**config.mk**
```make
export PLATFORM = sky130hd
export DESIGN_NAME = idle_sleep_motion_wake
export DESIGN_NICKNAME = d
export VERILOG_FILES = /design/src/rtl/ismw_pkg.sv /design/src/rtl/idle_sleep_motion_wake.sv /design/src/rtl/ismw_core.sv
export VERILOG_INCLUDE_DIRS = /design/src /design/src/rtl
export SDC_FILE = /design/constraint.sdc
export NUM_CORES = 1
export LEC_CHECK = 0
export BUFFER_PORTS_ARGS = -buffer_cell sky130_fd_sc_hd__buf_2
export CAP_MARGIN = 20
export CORE_AREA = 2 2 310 159
export CTS_CLUSTER_SIZE = 16
export DETAILED_ROUTE_END_ITERATION = 8
export DIE_AREA = 0 0 312 161
export HOLD_SLACK_MARGIN = 0.03
export SLEW_MARGIN = 10
export SYNTH_ARGS = -nofsm -noshare
export SYNTH_HDL_FRONTEND = slang
export SYNTH_HIERARCHICAL = 1
export SYNTH_SLANG_ARGS = --single-unit
```
**constraint.sdc**
```tcl
create_clock -name clk -period 6.15 [get_ports clk]
set_input_delay 1.23 -clock clk [delete_from_list [all_inputs] [get_ports clk]]
set_output_delay 1.23 -clock clk [all_outputs]
set_load 0.01 [all_outputs]
```
**src/rtl/idle_sleep_motion_wake_defines.svh**
```systemverilog
// assertion macros for the display sleep controller
// included by the core and the top level; no other dependencies
`ifndef IDLE_SLEEP_MOTION_WAKE_DEFINES_SVH
`define IDLE_SLEEP_MOTION_WAKE_DEFINES_SVH
`ifndef SYNTHESIS
// antecedent implies consequent in the same cycle
`define ISMW_ASSERT_IMP(lbl, ck, rn, ante, cons) \
	lbl: assert property (@(posedge ck) disable iff (!rn) (ante) |-> (cons)) \
		else $error("ismw: same-cycle check failed");
// antecedent implies consequent in the next cycle
`define ISMW_ASSERT_NXT(lbl, ck, rn, ante, cons) \
	lbl: assert property (@(posedge ck) disable iff (!rn) (ante) |=> (cons)) \
		else $error("ismw: next-cycle check failed");
`else
`define ISMW_ASSERT_IMP(lbl, ck, rn, ante, cons)
`define ISMW_ASSERT_NXT(lbl, ck, rn, ante, cons)
`endif
`endif

```
**src/rtl/ismw_pkg.sv**
```systemverilog
// shared types and constants of the display sleep controller
// no dependencies; imported by ismw_core and idle_sleep_motion_wake
`timescale 1ns / 1ps
package ismw_pkg;

	localparam int TIME_BITS   = 48;
	localparam int SAMPLE_BITS = 16;
	localparam int TMO_BITS    = 8;
	localparam int THR_BITS    = 12;
	localparam int MPM_BITS    = 16;
	localparam int LIMIT_BITS  = TMO_BITS + MPM_BITS;
	localparam int MAG_BITS    = (SAMPLE_BITS + 1 > THR_BITS) ? SAMPLE_BITS + 1 : THR_BITS;

	localparam logic [MPM_BITS-1:0] MS_PER_MINUTE   = 16'd60000;
	localparam logic [THR_BITS-1:0] THRESHOLD_RESET = 12'd200;

	// stream payload widths; the data fields are whole bytes
	localparam int IN_RAW_BITS   = TIME_BITS + 3 * SAMPLE_BITS;
	localparam int IN_DATA_BITS  = ((IN_RAW_BITS + 7) / 8) * 8;
	localparam int IN_USER_BITS  = 3;
	localparam int OUT_DATA_BITS = 8;
	localparam int OUT_USER_BITS = 2;

	// configuration port
	localparam int APB_ADDR_BITS = 3;
	localparam int APB_DATA_BITS = 32;
	localparam logic REG_IDLE_TIMEOUT = 1'b0;
	localparam logic REG_MOTION_THR   = 1'b1;

	typedef enum logic [1:0] {
		ACT_POLL      = 2'd0,
		ACT_ACTIVITY  = 2'd1,
		ACT_FORCE_OFF = 2'd2
	} action_e;

	typedef enum logic [1:0] {
		TR_NONE        = 2'd0,
		TR_WENT_OFF    = 2'd1,
		TR_WAKE_REQ    = 2'd2,
		TR_WAKE_MOTION = 2'd3
	} transition_e;

	typedef struct packed {
		logic [1:0]                    action;
		logic [TIME_BITS-1:0]          time_ms;
		logic signed [SAMPLE_BITS-1:0] accel_x;
		logic signed [SAMPLE_BITS-1:0] accel_y;
		logic signed [SAMPLE_BITS-1:0] accel_z;
		logic                          accel_valid;
	} item_t;

	typedef struct packed {
		logic        display_off;
		transition_e transition;
	} result_t;

	typedef struct packed {
		logic [TMO_BITS-1:0] idle_timeout_minutes;
		logic [THR_BITS-1:0] motion_threshold_mg;
	} cfg_t;

endpackage

```
**src/rtl/idle_sleep_motion_wake.sv**
```systemverilog
// top level of the display sleep controller: stream ports, register port, pipeline
// depends on ismw_pkg, ismw_core and idle_sleep_motion_wake_defines.svh
`timescale 1ns / 1ps
// usage
//   input stream s_*: one transfer per event (poll, activity, force off) with the
//   uptime in ms and one accelerometer sample; output stream m_*: one transfer per
//   input transfer, in order, giving the blanked state and the transition taken
//   apb port: idle timeout in minutes at 0x0, motion threshold in mg at 0x4;
//   write only while the block is idle
// path: the input register takes the transfer; decision and state update feed
//   the output register that drives m_tvalid; a low m_tready stalls between them
// throughput: 1 transfer per cycle while m_tready is high; the 48-bit idle
//   subtract/compare and the three per-axis deviation checks sit in the single
//   stage between the two registers
// reset: display on, no pending wake, last activity at time 0, no rest sample,
//   timeout 0 (no idle blanking), threshold 200 mg; both pipeline slots empty
// stall: while m_tready is low the output register holds its result, the input
//   register fills, and s_tready drops once both are occupied
`include "idle_sleep_motion_wake_defines.svh"
module idle_sleep_motion_wake (
	input  logic                                 clk,
	input  logic                                 arst_n,
	// input stream
	input  logic                                 s_tvalid,
	output logic                                 s_tready,
	// time_ms[47:0], accel_x[63:48], accel_y[79:64], accel_z[95:80]
	input  logic [ismw_pkg::IN_DATA_BITS-1:0]    s_tdata,
	// action[1:0], accel_valid[2]
	input  logic [ismw_pkg::IN_USER_BITS-1:0]    s_tuser,
	// output stream
	output logic                                 m_tvalid,
	input  logic                                 m_tready,
	// display_off[0], zero fill [7:1]
	output logic [ismw_pkg::OUT_DATA_BITS-1:0]   m_tdata,
	// transition[1:0]
	output logic [ismw_pkg::OUT_USER_BITS-1:0]   m_tuser,
	// register port
	input  logic                                 psel,
	input  logic                                 penable,
	input  logic                                 pwrite,
	input  logic [ismw_pkg::APB_ADDR_BITS-1:0]   paddr,
	input  logic [ismw_pkg::APB_DATA_BITS-1:0]   pwdata,
	output logic [ismw_pkg::APB_DATA_BITS-1:0]   prdata,
	output logic                                 pready
);
	import ismw_pkg::*;

	cfg_t    cfg_q;
	logic    cfg_wr;
	logic    reg_sel;

	item_t   item_s1;
	logic    valid_s1;
	logic    advance;
	result_t res;
	result_t res_q;
	logic    m_valid_q;

	// register port: word select from address bit 2, writes in the access phase
	assign pready  = 1'b1;
	assign reg_sel = paddr[2];
	assign cfg_wr  = psel && penable && pwrite && pready;

	always_ff @(posedge clk or negedge arst_n) begin
		if (!arst_n) begin
			cfg_q.idle_timeout_minutes <= '0;
			cfg_q.motion_threshold_mg  <= THRESHOLD_RESET;
		end else if (cfg_wr) begin
			case (reg_sel)
				REG_IDLE_TIMEOUT: cfg_q.idle_timeout_minutes <= pwdata[TMO_BITS-1:0];
				REG_MOTION_THR:   cfg_q.motion_threshold_mg  <= pwdata[THR_BITS-1:0];
				default: begin
				end
			endcase
		end
	end

	always_comb begin
		case (reg_sel)
			REG_IDLE_TIMEOUT: prdata = APB_DATA_BITS'(cfg_q.idle_timeout_minutes);
			REG_MOTION_THR:   prdata = APB_DATA_BITS'(cfg_q.motion_threshold_mg);
			default:          prdata = '0;
		endcase
	end

	// the input slot moves on whenever the output register is free or draining
	assign advance  = valid_s1 && (!m_valid_q || m_tready);
	assign s_tready = !valid_s1 || advance;

	always_ff @(posedge clk or negedge arst_n) begin
		if (!arst_n) begin
			valid_s1 <= 1'b0;
		end else if (s_tready) begin
			valid_s1 <= s_tvalid;
		end
	end

	// input payload unpacked from the stream fields
	always_ff @(posedge clk) begin
		if (s_tvalid && s_tready) begin
			item_s1.action      <= s_tuser[1:0];
			item_s1.accel_valid <= s_tuser[2];
			item_s1.time_ms     <= s_tdata[TIME_BITS-1:0];
			item_s1.accel_x     <= s_tdata[TIME_BITS +: SAMPLE_BITS];
			item_s1.accel_y     <= s_tdata[TIME_BITS + SAMPLE_BITS +: SAMPLE_BITS];
			item_s1.accel_z     <= s_tdata[TIME_BITS + 2 * SAMPLE_BITS +: SAMPLE_BITS];
		end
	end

	// decision and sleep state; state commits only when the item moves on
	ismw_core u_core (
		.clk    (clk),
		.arst_n (arst_n),
		.en     (advance),
		.item   (item_s1),
		.cfg    (cfg_q),
		.res    (res)
	);

	// output register
	always_ff @(posedge clk or negedge arst_n) begin
		if (!arst_n) begin
			m_valid_q <= 1'b0;
		end else if (advance) begin
			m_valid_q <= 1'b1;
		end else if (m_tready) begin
			m_valid_q <= 1'b0;
		end
	end

	always_ff @(posedge clk) begin
		if (advance) begin
			res_q <= res;
		end
	end

	assign m_tvalid = m_valid_q;
	assign m_tdata  = {{(OUT_DATA_BITS - 1){1'b0}}, res_q.display_off};
	assign m_tuser  = res_q.transition;

	`ISMW_ASSERT_IMP(a_ready_when_out_free, clk, arst_n, !m_valid_q, s_tready)
	`ISMW_ASSERT_NXT(a_accept_fills_slot, clk, arst_n, s_tvalid && s_tready, valid_s1)
	`ISMW_ASSERT_IMP(a_transition_matches_state, clk, arst_n,
		m_valid_q && res_q.transition != TR_NONE,
		res_q.display_off == (res_q.transition == TR_WENT_OFF))

endmodule

```
**src/rtl/ismw_core.sv**
```systemverilog
// sleep state and per-item decision logic of the display sleep controller
// depends on ismw_pkg and idle_sleep_motion_wake_defines.svh
`timescale 1ns / 1ps
`include "idle_sleep_motion_wake_defines.svh"
module ismw_core (
	input  logic             clk,
	input  logic             arst_n,
	input  logic             en,
	input  ismw_pkg::item_t  item,
	input  ismw_pkg::cfg_t   cfg,
	output ismw_pkg::result_t res
);
	import ismw_pkg::*;

	function automatic logic axis_moved(
		input logic [SAMPLE_BITS-1:0] now_v,
		input logic [SAMPLE_BITS-1:0] rest_v,
		input logic [THR_BITS-1:0]    thr
	);
		logic [SAMPLE_BITS:0] d;
		logic [SAMPLE_BITS:0] mag;
		d   = {now_v[SAMPLE_BITS-1], now_v} - {rest_v[SAMPLE_BITS-1], rest_v};
		mag = d[SAMPLE_BITS] ? (~d + 1'b1) : d;
		return MAG_BITS'(mag) > MAG_BITS'(thr);
	endfunction

	logic                   blanked_q, blanked_d;
	logic                   pend_q, pend_d;
	logic [TIME_BITS-1:0]   last_q, last_d;
	logic [SAMPLE_BITS-1:0] rest_x_q, rest_y_q, rest_z_q;
	logic [SAMPLE_BITS-1:0] rest_x_d, rest_y_d, rest_z_d;
	logic                   rest_valid_q, rest_valid_d;
	logic [LIMIT_BITS-1:0]  limit_raw;
	logic [TIME_BITS-1:0]   limit_q;
	logic [TIME_BITS:0]     idle_diff;
	logic                   idle_reached;
	logic                   moved;
	transition_e            trans;

	// idle limit in ms, registered off the multiplier
	assign limit_raw = LIMIT_BITS'(cfg.idle_timeout_minutes) * LIMIT_BITS'(MS_PER_MINUTE);

	always_ff @(posedge clk or negedge arst_n) begin
		if (!arst_n) begin
			limit_q <= '0;
		end else begin
			limit_q <= {{(TIME_BITS - LIMIT_BITS){1'b0}}, limit_raw};
		end
	end

	// borrow out means time went backwards: not idle
	assign idle_diff    = {1'b0, item.time_ms} - {1'b0, last_q};
	assign idle_reached = !idle_diff[TIME_BITS] && (idle_diff[TIME_BITS-1:0] >= limit_q);

	assign moved = rest_valid_q && item.accel_valid &&
		(axis_moved(item.accel_x, rest_x_q, cfg.motion_threshold_mg) ||
		 axis_moved(item.accel_y, rest_y_q, cfg.motion_threshold_mg) ||
		 axis_moved(item.accel_z, rest_z_q, cfg.motion_threshold_mg));

	always_comb begin
		blanked_d    = blanked_q;
		pend_d       = pend_q;
		last_d       = last_q;
		rest_x_d     = rest_x_q;
		rest_y_d     = rest_y_q;
		rest_z_d     = rest_z_q;
		rest_valid_d = rest_valid_q;
		trans        = TR_NONE;
		case (item.action)
			ACT_ACTIVITY: begin
				last_d = item.time_ms;
				if (blanked_q) begin
					pend_d = 1'b1;
				end
			end
			ACT_FORCE_OFF: begin
				if (!blanked_q) begin
					trans = TR_WENT_OFF;
				end
			end
			ACT_POLL: begin
				if (blanked_q) begin
					if (pend_q) begin
						trans = TR_WAKE_REQ;
					end else if (moved) begin
						trans = TR_WAKE_MOTION;
					end
				end else if (cfg.idle_timeout_minutes != '0 && idle_reached) begin
					trans = TR_WENT_OFF;
				end
			end
			default: begin
			end
		endcase
		case (trans)
			TR_WENT_OFF: begin
				blanked_d    = 1'b1;
				rest_x_d     = item.accel_x;
				rest_y_d     = item.accel_y;
				rest_z_d     = item.accel_z;
				rest_valid_d = item.accel_valid;
			end
			TR_WAKE_REQ, TR_WAKE_MOTION: begin
				blanked_d = 1'b0;
				pend_d    = 1'b0;
				last_d    = item.time_ms;
			end
			default: begin
			end
		endcase
	end

	assign res.display_off = blanked_d;
	assign res.transition  = trans;

	always_ff @(posedge clk or negedge arst_n) begin
		if (!arst_n) begin
			blanked_q    <= 1'b0;
			pend_q       <= 1'b0;
			last_q       <= '0;
			rest_x_q     <= '0;
			rest_y_q     <= '0;
			rest_z_q     <= '0;
			rest_valid_q <= 1'b0;
		end else if (en) begin
			blanked_q    <= blanked_d;
			pend_q       <= pend_d;
			last_q       <= last_d;
			rest_x_q     <= rest_x_d;
			rest_y_q     <= rest_y_d;
			rest_z_q     <= rest_z_d;
			rest_valid_q <= rest_valid_d;
		end
	end

	`ISMW_ASSERT_IMP(a_pend_only_blanked, clk, arst_n, !blanked_q, !pend_q)
	`ISMW_ASSERT_NXT(a_off_sets_blanked, clk, arst_n,
		en && trans == TR_WENT_OFF, blanked_q && !$past(blanked_q))
	`ISMW_ASSERT_NXT(a_wake_stamps_time, clk, arst_n,
		en && (trans == TR_WAKE_REQ || trans == TR_WAKE_MOTION),
		!blanked_q && last_q == $past(item.time_ms))

endmodule
```
==> Yosys cells after proc, flatten, opt, wreduce, memory -nomap -nowiden <==
Cells that the tools add are included.
{ "word_totals": {"reg_bits": 242, "inputBits": 141, "output_inout_bits": 45, "word_cells": 85} }
{ "op_classes": {"addsub": 7, "n_mul": 1, "magnitude_cmp": 4, "eq_ne": 5, "mux": 18, "bitwise": 4, "n_reduce_logical": 26} }
{ "op_table": {"columns": ["op", "n"], "rows": [
  ["$mux W48", 2],
  ["$pmux W32 S2", 1],
  ["$add A17 B1 Y17 const B", 3],
  ["$gt A17 B12 Y1", 3],
  ["$mux W17", 3],
  ["$not A17 Y17", 3],
  ["$sub A16 B16 Y17", 3],
  ["$sub A48 B48 Y49", 1],
  ["$ge A48 B24 Y1", 1],
  ["$mul A8 B11 Y19 const B", 1],
  ["$logic_and A1 B1 Y1", 8],
  ["$reduce_and A2 Y1", 4],
  ["$reduce_bool A8 Y1", 1],
  ["$mux W1", 7],
  ["$eq A2 B2 Y1 const B", 3],
  ["$mux W2", 3],
  ["$reduce_bool A2 Y1", 3],
  ["$eq A2 B1 Y1 const B", 2],
  ["$logic_or A1 B1 Y1", 4],
  ["$pmux W2 S2", 1],
  ["$logic_not A1 Y1", 3],
  ["$reduce_and A3 Y1", 1],
  ["$logic_not A2 Y1", 1],
  ["$pmux W1 S2", 1],
  ["other kinds (2)", 2]
]} }

==> Longest topological paths before layout <==
{ "depth": {"word_depth": 16, "depth_mapped": 27, "ltp_nobuf": 24} }

==> Cells and area by module <==
The synthesis kept the hierarchy.
{ "by_module_without_submodules": {"columns": ["mod", "n_inst", "cells_each", "area_per_inst_um2", "seq_area_each_um2"], "rows": [
  ["ismw_core", 1, 1706, 14516.4, 2952.8],
  ["idle_sleep_motion_wake", 1, 196, 4295.4, 3617.2]
]} }

==> Worst setup path after synthesis <==
OpenSTA, ideal clock, no wires.
{ "synth_path": {"path_kind": "register to register", "startpoint": "register item_s1[49] (netlist name)", "endpoint": "register u_core.rest_x_q[10]", "arrival_ns": 5.302, "t_required_ns": 6.025, "setup_slack_ns": 0.724, "stages_incl_launch_ff": 23, "path_buffers": 1, "synth_period_minus_slack_ns": 5.426, "path_cell_list": "edfxtp_1 -> inv_1 -> ha_1 -> fa_1 -> nor2b_1 -> o2111ai_1 -> a31oi_1 -> nor2_1 -> o21ai_0 -> a31oi_1 -> xnor2_1 -> ha_1 -> a2111oi_0 -> o221ai_1 -> nor4_1 -> o2111ai_1 -> or4_1 -> or4_1 -> or4_1 -> nor4_2 -> nor3_1 -> buf_6 -> mux2_2"} }
{ "synth_via": {"elab_chain_len": 9} }
{ "synth_rtl": {"columns": ["element", "line_no", "text"], "rows": [
  ["start: declaration", "idle_sleep_motion_wake.sv:52", "item_t item_s1;"],
  ["$sub A48 B48 Y49 *", "ismw_core.sv:52", "assign idle_diff = {1'b0, item.time_ms} - {1'b0, last_q};"],
  ["$ge A48 B24 Y1 or $logic_not A1 Y1 (tied branches)", "ismw_core.sv:53", "assign idle_reached = !idle_diff[TIME_BITS] && (idle_diff[TIME_BITS-1:0] >= limit_q);"],
  ["$logic_and A1 B1 Y1 *", "ismw_core.sv:53", null],
  ["$logic_and A1 B1 Y1 *", "ismw_core.sv:88", "end else if (cfg.idle_timeout_minutes != '0 && idle_reached) begin"],
  ["$mux W1 *", "ismw_core.sv:88", null],
  ["$mux W2 *", "ismw_core.sv:82", "if (blanked_q) begin"],
  ["$pmux W2 S2 *", "ismw_core.sv:69", "case (item.action)"],
  ["$eq A2 B1 Y1 *", "ismw_core.sv:95", "case (trans)"],
  ["$reduce_and A2 Y1 (no source line) *", null, null],
  ["end signal: assignment", "ismw_core.sv:129", "rest_x_q <= rest_x_d;"],
  ["end: declaration", "ismw_core.sv:30", "logic [SAMPLE_BITS-1:0] rest_x_q, rest_y_q, rest_z_q;"]
]} }
Every way passes the cells marked *; elsewhere a longest branch is shown, timed or not.
A chain may end at the register's enable or synchronous reset.

==> Worst setup path after layout <==
{ "layout_path": {"startpoint": "register item_s1[49] (netlist name)", "endpoint": "register u_core.rest_z_q[9]"} }
{ "layout_via": {"elab_chain_len": 9} }
{ "layout_rtl": {"columns": ["element", "line_no", "text"], "rows": [
  ["$sub A48 B48 Y49 *", "ismw_core.sv:52", null],
  ["$ge A48 B24 Y1 or $logic_not A1 Y1 (tied branches)", "ismw_core.sv:53", null],
  ["$logic_and A1 B1 Y1 *", "ismw_core.sv:53", null],
  ["$logic_and A1 B1 Y1 *", "ismw_core.sv:88", null],
  ["$mux W1 *", "ismw_core.sv:88", null],
  ["$mux W2 *", "ismw_core.sv:82", null],
  ["$pmux W2 S2 *", "ismw_core.sv:69", null],
  ["$eq A2 B1 Y1 *", "ismw_core.sv:95", null],
  ["$reduce_and A2 Y1 (no source line) *", null, null],
  ["end signal: assignment", "ismw_core.sv:131", "rest_z_q <= rest_z_d;"],
  ["end: declaration", "ismw_core.sv:30", null]
]} }
Marks and branches as above.

==> out/summary.md <==
Synthesized-area fraction occupied by ao, oa, aoi and oai cells: 0.172. The worst hold path terminates at u_core/last_q[32]$_DFFE_PN0P_. Counting flops and latches in the post-synthesis netlist gives 242. The number of buffers added by the clock tree synthesis step is 27, and the async set-or-reset flop fraction in the synthesized netlist is 0.579. The minimum setup slack among reg-to-reg paths is 0.20 ns, and the accumulated negative setup slack is 0 ns. Sorting the synthesized cells by area gives the leading types as dfrtp_1, edfxtp_1, ha_1. The largest single stage delay on the critical path is 0.50 ns. For the number of nets with antenna violations after routing, the log shows 0. After detailed routing, the average wire length per cell comes to 18.8 µm. Detailed routing inserted a total of 14900 vias. The initial antenna violation count is 1.

The hold path depth is 1. The worst register-to-register path ends at u_core/rest_z_q[9]$_DFFE_PN0P_. The number of H-tree branching levels is 1, and the count of input and output buffers is 135. The completed layout was analyzed and its total power is 13.3 mW.

Counting flops with a built-in enable in the synthesized netlist gives 102. At the end of routability-driven placement, the weighted congestion stood at 0.917. The count of cell types in the netlist came out at 88. The number of global-route vias before repair is 13800, and the half-perimeter wire length of the detailed placement result is 39.5 mm. The share of layout cells above drive strength 1 was 0.196; the worst-margin pin slew was 0.816 ns. STA classifies the critical path startpoint as a flip-flop. Clock-pin slew was measured on the worst setup and hold paths at 0.06 ns. Synthesized-area fraction occupied by xor and xnor cells: 0.0442. Number of search-and-repair iterations in the first detailed-routing pass: 5.

Counting instances in the post-synthesis netlist gives the leading cell types as inv_1, ha_1, dfrtp_1. In this run the power spent charging and discharging nets is 6.16 mW. The dominant register cell in the synthesized netlist is dfrtp_1. The floorplan has 57 rows. The clock latency reported for the late side of the worst-skew pair was 0.57 ns. The run gives 0.186 as the sequential fraction of design power. The tools report the portion of the post-synthesis area used by sequential elements as 0.349.

The analysis attributes to cell leakage a power of 9.87 nW. 0 antenna diodes ended up in the layout. The count of nets after finishing was 2446; the power share of the clock group was 0.131. The clock tree buffer depth was 3.

The warning count from the yosys run came out at 6. The total overflow left after global routing is 0. For the gate count after technology mapping, the log shows 1902. The max-slew violation total from the final report came out at 0.

Entering global routing, the biggest net connects 102 pins. The switching part of the total is 0.465, and the total number of clock tree sinks is 242. The post-synthesis simple-gate area fraction was 0.117; the highest attainable clock frequency was 0.168 GHz.

The chip height works out to 161 µm. For the final database, setup skew stands at 0.0142 ns. STA classifies the critical path endpoint as a flip-flop.

The run gives 0.451 as the worst-case headroom to the max-slew limit. The standard cell with the maximum stage delay on the critical path is or4_1. The width of the chip is 312 µm. In this run the mean area of a mapped cell was 9.89 µm². The first global-routing pass estimated 78.7 mm of wire. Of all cell types, the one taking the most synthesized area is dfrtp_1. inv_1 is the most common cell in the netlist.

Among the stages of the critical path, the cell type that occurs most often is a21o_1. The internal portion of the total power is 7.10 mW. In this run the worst path has a maximum fanout of 17. The combinational share of power is 0.683, and the minimum clock period is 5.95 ns. At the worst endpoint, the required time is 6.60 ns. After detailed routing, the number of remaining DRC violations is 0. For the worst setup path, the data arrival time is 6.40 ns. The detail-routed via count per cell came out at 5.43.

The mux share of post-synthesis cell area works out to 0.0837. Tracing the worst setup path back leads to its startpoint at item_s1[49]$_DFFE_PP_. The post-placement cell count is 2681, and the area share of the largest cell type after synthesis is 0.182.

TritonCTS built the clock tree. The run gives 0 as the final setup violation count. Leaving out filler cells and counting taps, the final layout contains 2741. The synthesized netlist occupies a cell area of 18800 µm². IR analysis of the VDD net gives a maximum drop of 0.269 mV. The logs give 0.453 for the share of the core filled with cells in the final layout and 47600 µm² for the core area.

Clock tree synthesis selected as its root buffer the cell clkbuf_16. The worst register-to-register path has a depth of 25. The run finished with clean final reports. The path class of the lowest-slack min-delay path is reg -> reg. The post-synthesis adder-cell area fraction is 0.166. Compared with the post-synthesis result, the final layout area differs by 14.7%. The global-route usage over all layers was 0.198.

The total die area was 50200 µm². Largest family of logic cells by synthesized area: compound AO/OA/AOI/OAI gates. The type of the worst setup path is reg -> reg. The starting utilization of the core area was 0.395; the detailed router's first-iteration violation count was 1327.

For this block, the routed nets add up to 51.6 mm of wire. The power per unit of standard cell area works out to 615 nW/µm². The startpoint identified for the worst hold timing path is u_core/last_q[32]$_DFFE_PN0P_.

The final hold violation count is 0, and the max-cap check violation count is 0. The count of pins on the block boundary was 186; the ratio of final minimum period to clock period was 0.968. Startpoint of the most critical register-to-register path: item_s1[49]$_DFFE_PP_.
## kinds of logic after synthesis
logic type / after synthesis
other: 2
AO/OA/AOI/OAI: 476
adder cells (fa/ha/maj): 234
XOR/XNOR: 95
multiplexers: 138
buffers and inverters: 287
AND/OR/NAND/NOR: 428
flip-flops: 242
## flip-flops by register name, indices dropped and copies added (netlist names), 2 cells and up
register,flops
m_tuser,2
item_s1,99
u_core/rest_z_q,16
u_core/limit_q,19
u_core/rest_x_q,16
u_core/last_q,48
u_core/rest_y_q,16
cfg_q,20
## per-stage QoR
step	instance area, µm²	hold slack, ns	setup slack [ns]
floorplan	18900	0.449	0.724
global placement	20300	0.464	-0.0411
detailed placement	20300	0.476	-0.158
CTS	21300	0.492	0.00489
global route	21600	0.506	-0.0278
finish	21600	0.485	0.199
## final cells by class
class | instances | area (µm²)
clock buffers | 37 | 783
clock inverters | 13 | 160
fillers | 4581 | 26100
inverters | 214 | 803
multi-input cells | 1399 | 11300
flip-flops and latches | 242 | 6570
well taps | 649 | 812
repair buffers | 187 | 1170
## worst max-delay path: cells and delay by family (launching register included)
family / cells / cell delay [ns]
compound gates: 9 / 1.61
flops: 1 / 0.33
simple gates: 7 / 2.05
xor+xnor: 1 / 0.10
fa+ha+maj: 3 / 0.83
buf+inv: 4 / 0.60
mux: 1 / 0.28
## cell usage in the layout, fill, tap and decap left out, types with 11 or more instances in the layout
cell,netlist,layout
ha_1,208,203
nor4_1,12,12
a31oi_1,18,17
nand2b_1,24,24
nand4_1,25,25
fa_1,26,26
nand3_1,31,31
o2111ai_1,13,11
clkbuf_16,0,28
o31ai_1,13,12
edfxtp_1,102,102
xnor2_1,64,64
a21oi_1,121,121
buf_2,11,134
and3_1,21,21
o21ai_0,78,75
mux2i_1,13,13
conb_1,2,28
dfrtp_1,137,137
nor3_1,27,25
nand2_1,105,105
buf_4,29,43
a211oi_1,21,20
o21bai_1,12,11
xor2_1,31,31
inv_1,214,214
mux2_2,110,110
and2_1,20,19
a21o_1,74,74
o21a_1,19,19
nor2_1,96,95
nor2b_1,16,14
## worst max path at each step
| stage | end | slack (ns) |
|---|---|---|
| 2_1_floorplan | u_core/rest_x_q[10]$_DFFE_PN0P_ | 0.72 |
| 3_3_place_gp | u_core/rest_y_q[5]$_DFFE_PN0P_ | -0.04 |
| 3_5_place_dp | u_core/rest_y_q[0]$_DFFE_PN0P_ | -0.16 |
| 4_1_cts | u_core/rest_x_q[9]$_DFFE_PN0P_ | 0.005 |
| 5_1_grt | u_core/last_q[9]$_DFFE_PN0P_ | -0.03 |
| 6_report | u_core/rest_z_q[9]$_DFFE_PN0P_ | 0.20 |
## power by group through the flow
stage / combinational, mW / clock (mW) / sequential (mW)
2_1_floorplan: 6.54 / 0 / 2.42
3_3_place_gp: 8.43 / 0 / 2.48
3_5_place_dp: 8.66 / 0 / 2.50
4_1_cts: 8.76 / 1.80 / 2.48
5_1_grt: 10.0 / 1.87 / 2.53
6_report: 9.05 / 1.74 / 2.47
## timing repair
item | CTS | global route
endpoints found under the setup margin | 50 | 100
setup buffers | 0 | 5
gates resized for setup | 3 | 34
gates cloned | 0 | 3
pin swaps | 0 | 8
hold buffers | 0 | 0
## metal layers
layer  global-route usage  vias up  wire [µm]
met5                    0        -          0
met4               0.0275        0        696
met3               0.0421       42       3950
met2                0.259      453      19400
met1                0.327     7201      27500
li1                     -     7196          -
Power figures use the tool's default switching activity.
